File: config.mk
export PLATFORM = sky130hd
export DESIGN_NAME = prime_lister_trial_division_unit
export DESIGN_NICKNAME = d
export VERILOG_FILES = /design/src/pltd_pkg.sv /design/src/pltd_ctrl.sv /design/src/pltd_dp.sv /design/src/prime_lister_trial_division_unit.sv
export VERILOG_INCLUDE_DIRS = /design/src /design/src/src
export SDC_FILE = /design/constraint.sdc
export NUM_CORES = 1
export LEC_CHECK = 0
export CORE_MARGIN = 2
export CORE_UTILIZATION = 55
export CTS_CLUSTER_SIZE = 14
export DETAILED_ROUTE_END_ITERATION = 10
export DONT_BUFFER_PORTS = 1
export PLACE_DENSITY = 0.74
export SLEW_MARGIN = 15
export SYNTH_ARGS = -nofsm -noshare
export SYNTH_HDL_FRONTEND = slang
export SYNTH_SLANG_ARGS = --single-unit
File: constraint.sdc
create_clock -name clk_i -period 4 [get_ports clk_i]
set_input_delay 0.6 -clock clk_i [delete_from_list [all_inputs] [get_ports clk_i]]
set_output_delay 0.6 -clock clk_i [all_outputs]
set_load 0.1 [all_outputs]
File: src/prime_lister_trial_division_unit_assert.svh
// ----------------------------------------------------------------------------
// Assertion macros for the prime lister
// Clocked on clk_i, disabled while rst_ni is low.
// ----------------------------------------------------------------------------
`ifndef PRIME_LISTER_TRIAL_DIVISION_UNIT_ASSERT_SVH
`define PRIME_LISTER_TRIAL_DIVISION_UNIT_ASSERT_SVH

// Same-cycle implication.
`define PLTD_ASSERT_IMP(lbl, ante, cons, msg) \
  lbl: assert property (@(posedge clk_i) disable iff (!rst_ni) (ante) |-> (cons)) \
    else $error(msg);

// Next-cycle implication.
`define PLTD_ASSERT_NXT(lbl, ante, cons, msg) \
  lbl: assert property (@(posedge clk_i) disable iff (!rst_ni) (ante) |=> (cons)) \
    else $error(msg);

`endif

File: src/pltd_pkg.sv
// ----------------------------------------------------------------------------
// pltd_pkg
// Types and constants shared by the prime lister modules.
// ----------------------------------------------------------------------------
`timescale 1ns / 1ps

package pltd_pkg;

  localparam int unsigned CAND_W = 8;
  localparam int unsigned MULT_W = CAND_W + 1;
  localparam int unsigned LIM_W  = 16;

  localparam logic [LIM_W-1:0]  MAX_LIMIT   = 16'd255;
  localparam logic [CAND_W-1:0] FIRST_PRIME = 8'd2;

  typedef enum logic [3:0] {
    ST_IDLE  = 4'b0001,
    ST_TEST  = 4'b0010,
    ST_FLUSH = 4'b0100,
    ST_SPARE = 4'b1000
  } state_e;

  typedef struct packed {
    logic load;
    logic add_div;
    logic next_div;
    logic next_cand;
    logic take_prime;
    logic emit_final;
  } cmd_t;

  typedef struct packed {
    logic lim_lt2;
    logic div_eq_cand;
    logic mult_eq_cand;
    logic mult_gt_cand;
    logic cand_eq_lim;
  } status_t;

endpackage

File: src/pltd_ctrl.sv
// ----------------------------------------------------------------------------
// pltd_ctrl
// Sequencer for candidate and divisor iteration.
// ----------------------------------------------------------------------------
`timescale 1ns / 1ps

module pltd_ctrl (
  input  logic             clk_i,
  input  logic             rst_ni,
  input  logic             start_i,
  input  pltd_pkg::status_t status_i,
  output pltd_pkg::cmd_t    cmd_o,
  output logic             busy_o
);
  import pltd_pkg::*;

  state_e state_q, state_d;

  always_ff @(posedge clk_i or negedge rst_ni) begin
    if (!rst_ni) begin
      state_q <= ST_IDLE;
    end else begin
      state_q <= state_d;
    end
  end

  always_comb begin
    state_d = state_q;
    cmd_o   = '0;
    case (state_q)
      ST_IDLE: begin
        if (start_i) begin
          cmd_o.load = 1'b1;
          state_d    = ST_TEST;
        end
      end
      ST_TEST: begin
        if (status_i.lim_lt2) begin
          state_d = ST_FLUSH;
        end else if (status_i.div_eq_cand) begin
          cmd_o.take_prime = 1'b1;
          if (status_i.cand_eq_lim) state_d = ST_FLUSH;
          else cmd_o.next_cand = 1'b1;
        end else if (status_i.mult_eq_cand) begin
          if (status_i.cand_eq_lim) state_d = ST_FLUSH;
          else cmd_o.next_cand = 1'b1;
        end else if (status_i.mult_gt_cand) begin
          cmd_o.next_div = 1'b1;
        end else begin
          cmd_o.add_div = 1'b1;
        end
      end
      ST_FLUSH: begin
        cmd_o.emit_final = 1'b1;
        state_d          = ST_IDLE;
      end
      default: begin
        state_d = ST_IDLE;
      end
    endcase
  end

  assign busy_o = (state_q != ST_IDLE);

endmodule

File: src/pltd_dp.sv
// ----------------------------------------------------------------------------
// pltd_dp
// Candidate, divisor and multiple registers; pending prime and result regs.
// ----------------------------------------------------------------------------
`timescale 1ns / 1ps

module pltd_dp (
  input  logic                          clk_i,
  input  logic                          rst_ni,
  input  logic [pltd_pkg::CAND_W-1:0]   limit_i,
  input  pltd_pkg::cmd_t                cmd_i,
  output pltd_pkg::status_t             status_o,
  output logic                          result_valid_o,
  output logic [pltd_pkg::CAND_W-1:0]   prime_o,
  output logic                          found_o,
  output logic                          last_o
);
  import pltd_pkg::*;

  logic [CAND_W-1:0] lim_q, cand_q, div_q, pend_q, prime_q;
  logic [MULT_W-1:0] mult_q;
  logic              pend_v_q, valid_q, found_q, last_q;
  logic [CAND_W-1:0] lim_sat, div_inc;
  logic [MULT_W-1:0] cand_ext;

  assign lim_sat  = ({{(LIM_W-CAND_W){1'b0}}, limit_i} > MAX_LIMIT) ?
                    MAX_LIMIT[CAND_W-1:0] : limit_i;
  assign div_inc  = div_q + 1'b1;
  assign cand_ext = {1'b0, cand_q};

  always_ff @(posedge clk_i) begin
    if (cmd_i.load) begin
      lim_q  <= lim_sat;
      cand_q <= FIRST_PRIME;
      div_q  <= FIRST_PRIME;
      mult_q <= {1'b0, FIRST_PRIME};
    end else if (cmd_i.next_cand) begin
      cand_q <= cand_q + 1'b1;
      div_q  <= FIRST_PRIME;
      mult_q <= {1'b0, FIRST_PRIME};
    end else if (cmd_i.next_div) begin
      div_q  <= div_inc;
      mult_q <= {1'b0, div_inc};
    end else if (cmd_i.add_div) begin
      mult_q <= mult_q + {1'b0, div_q};
    end
    if (cmd_i.take_prime) begin
      pend_q <= cand_q;
    end
    if (cmd_i.emit_final) begin
      prime_q <= pend_v_q ? pend_q : '0;
      found_q <= pend_v_q;
      last_q  <= 1'b1;
    end else if (cmd_i.take_prime) begin
      prime_q <= pend_q;
      found_q <= 1'b1;
      last_q  <= 1'b0;
    end
  end

  always_ff @(posedge clk_i or negedge rst_ni) begin
    if (!rst_ni) begin
      pend_v_q <= 1'b0;
      valid_q  <= 1'b0;
    end else begin
      valid_q <= cmd_i.emit_final | (cmd_i.take_prime & pend_v_q);
      if (cmd_i.load) pend_v_q <= 1'b0;
      else if (cmd_i.take_prime) pend_v_q <= 1'b1;
    end
  end

  assign status_o.lim_lt2      = (lim_q < FIRST_PRIME);
  assign status_o.div_eq_cand  = (div_q == cand_q);
  assign status_o.mult_eq_cand = (mult_q == cand_ext);
  assign status_o.mult_gt_cand = (mult_q > cand_ext);
  assign status_o.cand_eq_lim  = (cand_q == lim_q);

  assign result_valid_o = valid_q;
  assign prime_o        = prime_q;
  assign found_o        = found_q;
  assign last_o         = last_q;

endmodule

File: src/prime_lister_trial_division_unit.sv
// ----------------------------------------------------------------------------
// prime_lister_trial_division_unit
// Lists every prime from 2 up to a requested limit by trial division.
// ----------------------------------------------------------------------------
// Usage:
//   Input transaction: drive limit_i and raise start while busy is low; the
//   limit is taken at that edge and saturates to MAX_LIMIT.
//   Results: result_valid_o pulses for one cycle per prime with prime_o,
//   found_o = 1; the last prime of the run has last_o = 1. A limit below 2
//   gives one result with prime_o = 0, found_o = 0, last_o = 1.
//   Each result is held back until the next prime is found, so last_o is
//   known; the final one is shown as busy falls.
// Operation:
//   The divisibility test walks multiples of each trial divisor with one
//   add and compare per cycle. A prime candidate c is walked against every
//   divisor d < c until the divisor reaches c; a composite stops at its
//   smallest factor. A limit below 2 tests no candidate.
//   One request is in work at a time; busy stays high until the final
//   result is issued.
// Reset: clears the sequencer, the pending-prime flag and the result strobe; no clearing pass.
// The receiver cannot stall: every strobe is a taken transaction.
// ----------------------------------------------------------------------------
`timescale 1ns / 1ps

module prime_lister_trial_division_unit (
  input  logic                        clk_i,
  input  logic                        rst_ni,
  input  logic                        start,
  output logic                        busy,
  input  logic [pltd_pkg::CAND_W-1:0] limit_i,
  output logic                        result_valid_o,
  output logic [pltd_pkg::CAND_W-1:0] prime_o,
  output logic                        found_o,
  output logic                        last_o
);
  import pltd_pkg::*;

  cmd_t    cmd;
  status_t status;
  logic    start_ok;

  assign start_ok = start & ~busy;

  pltd_ctrl u_ctrl (
    .clk_i    (clk_i),
    .rst_ni   (rst_ni),
    .start_i  (start_ok),
    .status_i (status),
    .cmd_o    (cmd),
    .busy_o   (busy)
  );

  pltd_dp u_dp (
    .clk_i          (clk_i),
    .rst_ni         (rst_ni),
    .limit_i        (limit_i),
    .cmd_i          (cmd),
    .status_o       (status),
    .result_valid_o (result_valid_o),
    .prime_o        (prime_o),
    .found_o        (found_o),
    .last_o         (last_o)
  );

`include "prime_lister_trial_division_unit_assert.svh"

  `PLTD_ASSERT_NXT(a_start_busy, start_ok, busy, "accepted transaction did not raise busy")
  `PLTD_ASSERT_IMP(a_last_idle, result_valid_o && last_o, !busy, "busy after final result")
  `PLTD_ASSERT_IMP(a_empty_last, result_valid_o && !found_o, last_o && prime_o == '0,
                   "empty result malformed")
  `PLTD_ASSERT_IMP(a_prime_min, result_valid_o && found_o, prime_o >= FIRST_PRIME,
                   "prime below two")
  `PLTD_ASSERT_IMP(a_mid_busy, result_valid_o && !last_o, busy, "run ended without last")

endmodule

==> metrics.cfg, run 1 <==
[status]
run_status = completed

[job]
cap_violations = 0

[layout]
drive_above_1_share_pct = 8.19
post-route-util_pct = 61.2
fill_cells = 433
syn2layout_area_growth_pct = 6.12
final_cell_mix = sky130_fd_sc_hd__nor2_1 (26), sky130_fd_sc_hd__dfxtp_1 (26), sky130_fd_sc_hd__edfxtp_1 (25)
antennaDiodeCount = 0
layout.nets = 322
total_area_of_sequential_cells_um2 = 1400
post_layout_nonfiller_instances = 363
combined_area_of_the_multi_input_logic_cells_um2 = 1470

[grt]
via_count_of_the_first_global_routing_pass = 2063
grt-ovfl-total = 0
grt_start_max_net_pins = 20
antenna_found_initial = 0
first_pass_grt_wire_length_um = 10000
groute.usage.overall_pct = 21.3

[timing]
final_max_slew_viol_count = 0
period_minus_slack_ps = 2930
grt_setup_unrepaired = no
hold_violations = 0
timing.hold.ws_ps = 102
setup_viol_count_final = 0
slew_headroom_pct = 36.4
min_period_over_period_pct = 73.3
highest_attainable_clock_frequency_mhz = 341
tightest_slew_ps = 953
setup_total_negative_slack_ps = 0
fin_skew_ps = 13.9

[worst_setup_path]
r2r_slack_ps = 1070
setup.worst_path.class = flop to flop
cp_data_required_time_ps = 4250
worst_setup_path_start_kind = flop
reg2reg_depth = 8
crit-reg2reg-launch = u_dp.cand_q[3]
sort_of_element_at_the_end_of_the_critical_path = flop
crit_arrival_ps = 3180
critical_path.reg2reg.endpoint = u_dp.div_q[5]
critical_path_peak_fanout = 11

[die]
fp.dieW_um = 77.7
starting_utilization_of_the_core_area_pct = 57.7
pin_count = 23
core-area_um2 = 5170
floorplan.die_area_um2 = 6030
num_rows = 26
fp.dieH_um = 77.7

[power_and_ir_drop]
power_per_cell_area_nw_per_um2 = 759
power.total_mw = 2.40
static-leakage-power_nw = 1.19
ir_drop_v = 0.000407

[detailed_routing]
totalWireLength_um = 5840
routed_length_per_instance_um = 16.1
drt-pass1-iter-count = 4
vias_per_cell = 5.75
drt.antenna.violating_nets = 0
vias = 2088
detailedRoute.firstIterationViolations = 170
remaining_drc_errors = 0

[synth]
synth-seq-cells = 56
nets_in_the_synthesized_netlist = 318
synthesis.area_per_instance_um2 = 10.4
synth_flop_cell = sky130_fd_sc_hd__dfxtp_1
mappedNetlistArea_um2 = 2980
yosysWarnings = 0
seq_area_frac_synth_pct = 46.8
synthArstFlopShare_pct = 8.93
synthCells = 288
synth_enable_flop_cells = 25
synth.distinct_cells = 54

[placed_design]
dp_cells = 354
hpwl_um = 4430
finalWeightedCongestion = 0.848
place.port_buffers = 0

[clock_tree]
tritoncts = done
ctsHtreeMaxLevel = 2
clock_latency_late_sink_ps = 320
post_cts_buffers = 0
cts_made_buffers = 5
cts_root_buffer = sky130_fd_sc_hd__clkbuf_8
cts_resized = 0
clock_sinks = 56
cts.reportedPaths.clkPinSlew_ps = 110
clock_tree.buffer_depth = 2

[hold_path]
holdCritPathClass = primary input to async pin

## worst max-delay path, cell delays in order, from the launching register on
cell and delay, ps:
sky130_fd_sc_hd__dfxtp_1 490, sky130_fd_sc_hd__inv_1 120, sky130_fd_sc_hd__ha_1 300, sky130_fd_sc_hd__and4_1 210, sky130_fd_sc_hd__a221o_1 380, sky130_fd_sc_hd__a2111oi_4 640, sky130_fd_sc_hd__nor3_2 250, sky130_fd_sc_hd__mux2_4 360
sky130_fd_sc_hd__o21ai_2 100
## metrics by stage
| stage | setup slack (ps) | area (um^2) |
|---|---|---|
| after floorplan | 1410 | 2980 |
| after global placement | 1230 | 3060 |
| after detailed placement | 1110 | 3060 |
| after CTS | 1080 | 3170 |
| after global routing | 861 | 3170 |
| final | 1070 | 3170 |
## final cells by class
| type | count | area share, % |
|---|---|---|
| Tap cell | 70 | 2.77 |
| Sequential cell | 56 | 44.1 |
| Timing Repair Buffer | 5 | 1.26 |
| Clock inverter | 3 | 0.830 |
| Clock buffer | 5 | 2.17 |
| Multi-Input combinational cell | 203 | 46.3 |
| Inverter | 21 | 2.49 |
## state kept, by name, summed over array words and instances (netlist names)
name,flops
u_dp.pend_q,8
u_dp.last_o,1
u_dp.pend_v_q,1
u_ctrl.state_q,3
u_dp.prime_o,8
u_dp.result_valid_o,1
u_dp.div_q,8
u_dp.found_o,1
u_dp.lim_q,8
u_dp.mult_q,9
u_dp.cand_q,8
## power breakdown
group | leakage, nW | internal [mW] | switching [mW] | total [mW]
sequential | 0.502 | 0.748 | 0.285 | 1.03
clock | 0.0487 | 0.128 | 0.188 | 0.316
combinational | 0.644 | 0.390 | 0.665 | 1.05
## how the worst max path moves through the flow
stage | startpoint | endpoint | slack [ps]
floorplan | u_dp.cand_q[2] | u_dp.div_q[5] | 1410
finish | u_dp.cand_q[3] | u_dp.div_q[5] | 1070
global route | u_dp.cand_q[3] | u_dp.div_q[5] | 860
global placement | u_dp.cand_q[2] | u_dp.div_q[5] | 1230
detailed placement | u_dp.cand_q[3] | u_dp.div_q[5] | 1110
CTS | u_dp.cand_q[3] | u_dp.div_q[5] | 1080
## repair_timing
action | in CTS | in global routing
endpoints found under the setup margin | 0 | 0
hold endpoints to repair | 4 | 0
hold buffers | 1 | 0
## cell usage after synthesis, drive strengths merged (4+ instances only)
cell    number  area share [%]
dfxtp       26              17
nor2        26             3.3
edfxtp      25              25
inv         21             2.6
xnor2       21             6.2
ha          18             7.5
o21ai       16             2.9
a21oi       15             2.6
nor2b       11             2.3
xor2        11             3.2
nand3       10             1.7
nand2        9             1.1
a211oi       6             1.5
clkbuf       5            0.63
nand4        5             1.0
a21o         4             1.0
dfrtp        4             3.4
nor3         4            0.84
nor4         4            0.84
o211ai       4             1.0
o21a         4             1.0
or4          4             1.0
## cells by family after synthesis
group,count (synthesis),share of synthesized area (%)
compound gates,63,15.0
xor+xnor,32,9.39
mux,3,1.22
fa+ha+maj,19,8.22
flops,56,46.8
buf+inv,29,3.98
simple gates,86,15.3
## routing by layer
layer	share of wire, %	GRT usage (%)	vias up
met3	5.8	3.60	15
met1	45	29.7	972
met4	2.4	9.11	0
met2	47	32.8	59
li1	-	-	1042
met5	0	0	-
Note: power is estimated with default switching activity, not from simulation.
==> run 2, diff against run 1 <==
clock period = 2.9 ns   (was 4 ns; I/O delays follow)
==> metrics.cfg, run 2 (synthesis results as in run 1) <==
[status]
run_status = completed  ; unchanged

[timing]
period_minus_slack_ps = 2690  ; was 2930 ps
setup_viol_count_final = 0  ; unchanged
highest_attainable_clock_frequency_mhz = 372  ; was 341 MHz
tightest_slew_ps = 959  ; was 953 ps
hold_violations = 0  ; unchanged
setup_total_negative_slack_ps = 0  ; unchanged
final_max_slew_viol_count = 0  ; unchanged
slew_headroom_pct = 36.0  ; was 36.4%
grt_setup_unrepaired = no  ; unchanged
min_period_over_period_pct = 92.6  ; was 73.3%
setup_ws_ps = 215  ; was 1070 ps
fin_skew_ps = 11.1  ; was 13.9 ps

[power_and_ir_drop]
ir_drop_v = 0.000681  ; was 0.000407 V
static-leakage-power_nw = 1.26  ; was 1.19 nW
power.total_mw = 3.37  ; was 2.40 mW
power_per_cell_area_nw_per_um2 = 1040  ; was 759 nW/um^2

[hold_path]
holdCritPathClass = primary input to flop  ; was primary input to async pin

[die]
num_rows = 26  ; unchanged
starting_utilization_of_the_core_area_pct = 57.7  ; unchanged
fp.dieH_um = 77.7  ; unchanged
floorplan.die_area_um2 = 6030  ; unchanged
pin_count = 23  ; unchanged
core-area_um2 = 5170  ; unchanged
fp.dieW_um = 77.7  ; unchanged

[clock_tree]
cts.reportedPaths.clkPinSlew_ps = 110  ; about the same
post_cts_buffers = 0  ; unchanged
cts_resized = 0  ; unchanged
tritoncts = done  ; unchanged
cts_made_buffers = 5  ; unchanged
cts_root_buffer = sky130_fd_sc_hd__clkbuf_8  ; unchanged
clock_latency_late_sink_ps = 320  ; about the same
clock_sinks = 56  ; unchanged
clock_tree.buffer_depth = 2  ; unchanged
ctsHtreeMaxLevel = 2  ; unchanged

[worst_setup_path]
worst_setup_path_start_kind = flop  ; unchanged
crit_arrival_ps = 2940  ; was 3180 ps
cp_cell_sequence = inv_1 > ha_1 > and4_1 > a221o_1 > a2111oi_4 > buf_4 > nor2_1 > a2111o_1 > a21oi_1  ; was inv_1 > ha_1 > and4_1 > a221o_1 > a2111oi_4 > nor3_2 > mux2_4 > o21ai_2
setup.worst_path.class = flop to flop  ; unchanged
cp_data_required_time_ps = 3150  ; was 4250 ps
timing.critical_path.slowest_cell_delay_ps = 430  ; was 640 ps
master_of_the_slowest_instance_on_the_critical_path = sky130_fd_sc_hd__dfxtp_1  ; was sky130_fd_sc_hd__a2111oi_4
sort_of_element_at_the_end_of_the_critical_path = flop  ; unchanged
r2r_slack_ps = 210  ; was 1070 ps
critical_path_peak_fanout = 18  ; was 11

[detailed_routing]
drt-pass1-iter-count = 4  ; unchanged
routed_length_per_instance_um = 15.9  ; was 16.1 um
remaining_drc_errors = 0  ; unchanged
drt.antenna.violating_nets = 0  ; unchanged
detailedRoute.firstIterationViolations = 172  ; was 170
vias = 2147  ; was 2,088
totalWireLength_um = 5970  ; was 5840 um
vias_per_cell = 5.73  ; was 5.75

[placed_design]
dp_cells = 366  ; was 354
pre_cts_ws_ps = 249  ; was 1110 ps
finalWeightedCongestion = 0.906  ; was 0.848
place.port_buffers = 0  ; unchanged
hpwl_um = 4530  ; was 4430 um

[grt]
grt-ovfl-total = 0  ; unchanged
grt_start_max_net_pins = 20  ; unchanged
first_pass_grt_wire_length_um = 10200  ; was 10,000 um
antenna_found_initial = 0  ; unchanged
groute.usage.overall_pct = 21.8  ; was 21.3%
via_count_of_the_first_global_routing_pass = 2106  ; was 2,063

[layout]
top_register = u_dp.mult_q  ; unchanged
fill_cells = 428  ; was 433
antennaDiodeCount = 0  ; unchanged
post_layout_nonfiller_instances = 375  ; was 363
drive_above_1_share_pct = 11.8  ; was 8.19%
final_cell_mix = sky130_fd_sc_hd__nor2_1 (26), sky130_fd_sc_hd__dfxtp_1 (26), sky130_fd_sc_hd__edfxtp_1 (25)  ; unchanged
layout.nets = 334  ; was 322
largest_reg_flops = 9  ; unchanged
syn2layout_area_growth_pct = 9.14  ; was 6.12%

[job]
cap_violations = 0  ; unchanged

-- run 2: cell type report --
cell class | count | area (um^2) | share of cell area (%)
timing repair buffer | 17 | 130 | 4.00
inverter | 21 | 78.8 | 2.42
tap | 70 | 87.6 | 2.69
clock buffer | 5 | 68.8 | 2.11
multi-input combinational | 203 | 1470 | 45.1
sequential | 56 | 1400 | 42.9
clock inverter | 3 | 26.3 | 0.807
-- run 2: final timing paths --
path / start / to / cells past startpoint
max in group asynchronous: rst_ni / u_ctrl.state_q[0] / 1
worst min-delay path: limit_i[3] / u_dp.lim_q[3] / 0
worst min register to register: u_dp.mult_q[7] / u_dp.mult_q[7] / 2
worst max register to register: u_dp.cand_q[4] / u_dp.mult_q[7] / 9
min in group asynchronous: rst_ni / u_dp.pend_v_q / 1
worst max-delay path: u_dp.cand_q[4] / u_dp.mult_q[7] / 9
-- run 2: routing by layer --
layer / vias to the layer above / wire length (um) / global-route usage (%)
met5: - / 0 / 0
met1: 1004 / 2830 / 29.8
met4: 0 / 79 / 6.61
met3: 11 / 247 / 3.60
li1: 1068 / - / -
met2: 64 / 2820 / 35.7
-- run 2: report_power, final --
group | leakage (nW) | total (mW) | switching, mW | internal (mW)
logic | 0.705 | 1.54 | 0.943 | 0.593
registers | 0.502 | 1.40 | 0.372 | 1.03
clock network | 0.0487 | 0.434 | 0.258 | 0.176
total | 1.26 | 3.37 | 1.57 | 1.80
-- run 2: what timing repair did --
| item | in CTS | in global routing |
|---|---|---|
| endpoints found under the setup margin | 0 | 0 |
| hold buffers | 1 | 0 |
| hold endpoints to repair | 5 | 0 |
-- run 2: worst max-delay path: cells and delay by family (launching register included) --
family          cells  cell delay [ps]
simple gates        2              240
buf+inv             2              380
flops               1              430
compound gates      4             1290
fa+ha+maj           1              290
-- run 2: per-stage QoR --
stage | hold slack, ps | cell area [um^2] | utilization [%]
2_1_floorplan | 139 | 2980 | -
3_5_place_dp | 140 | 3150 | 60.9
6_report | 215 | 3260 | 63.0
3_3_place_gp | 140 | 3150 | 60.9
5_1_grt | 198 | 3260 | 63.0
4_1_cts | 203 | 3260 | 63.0
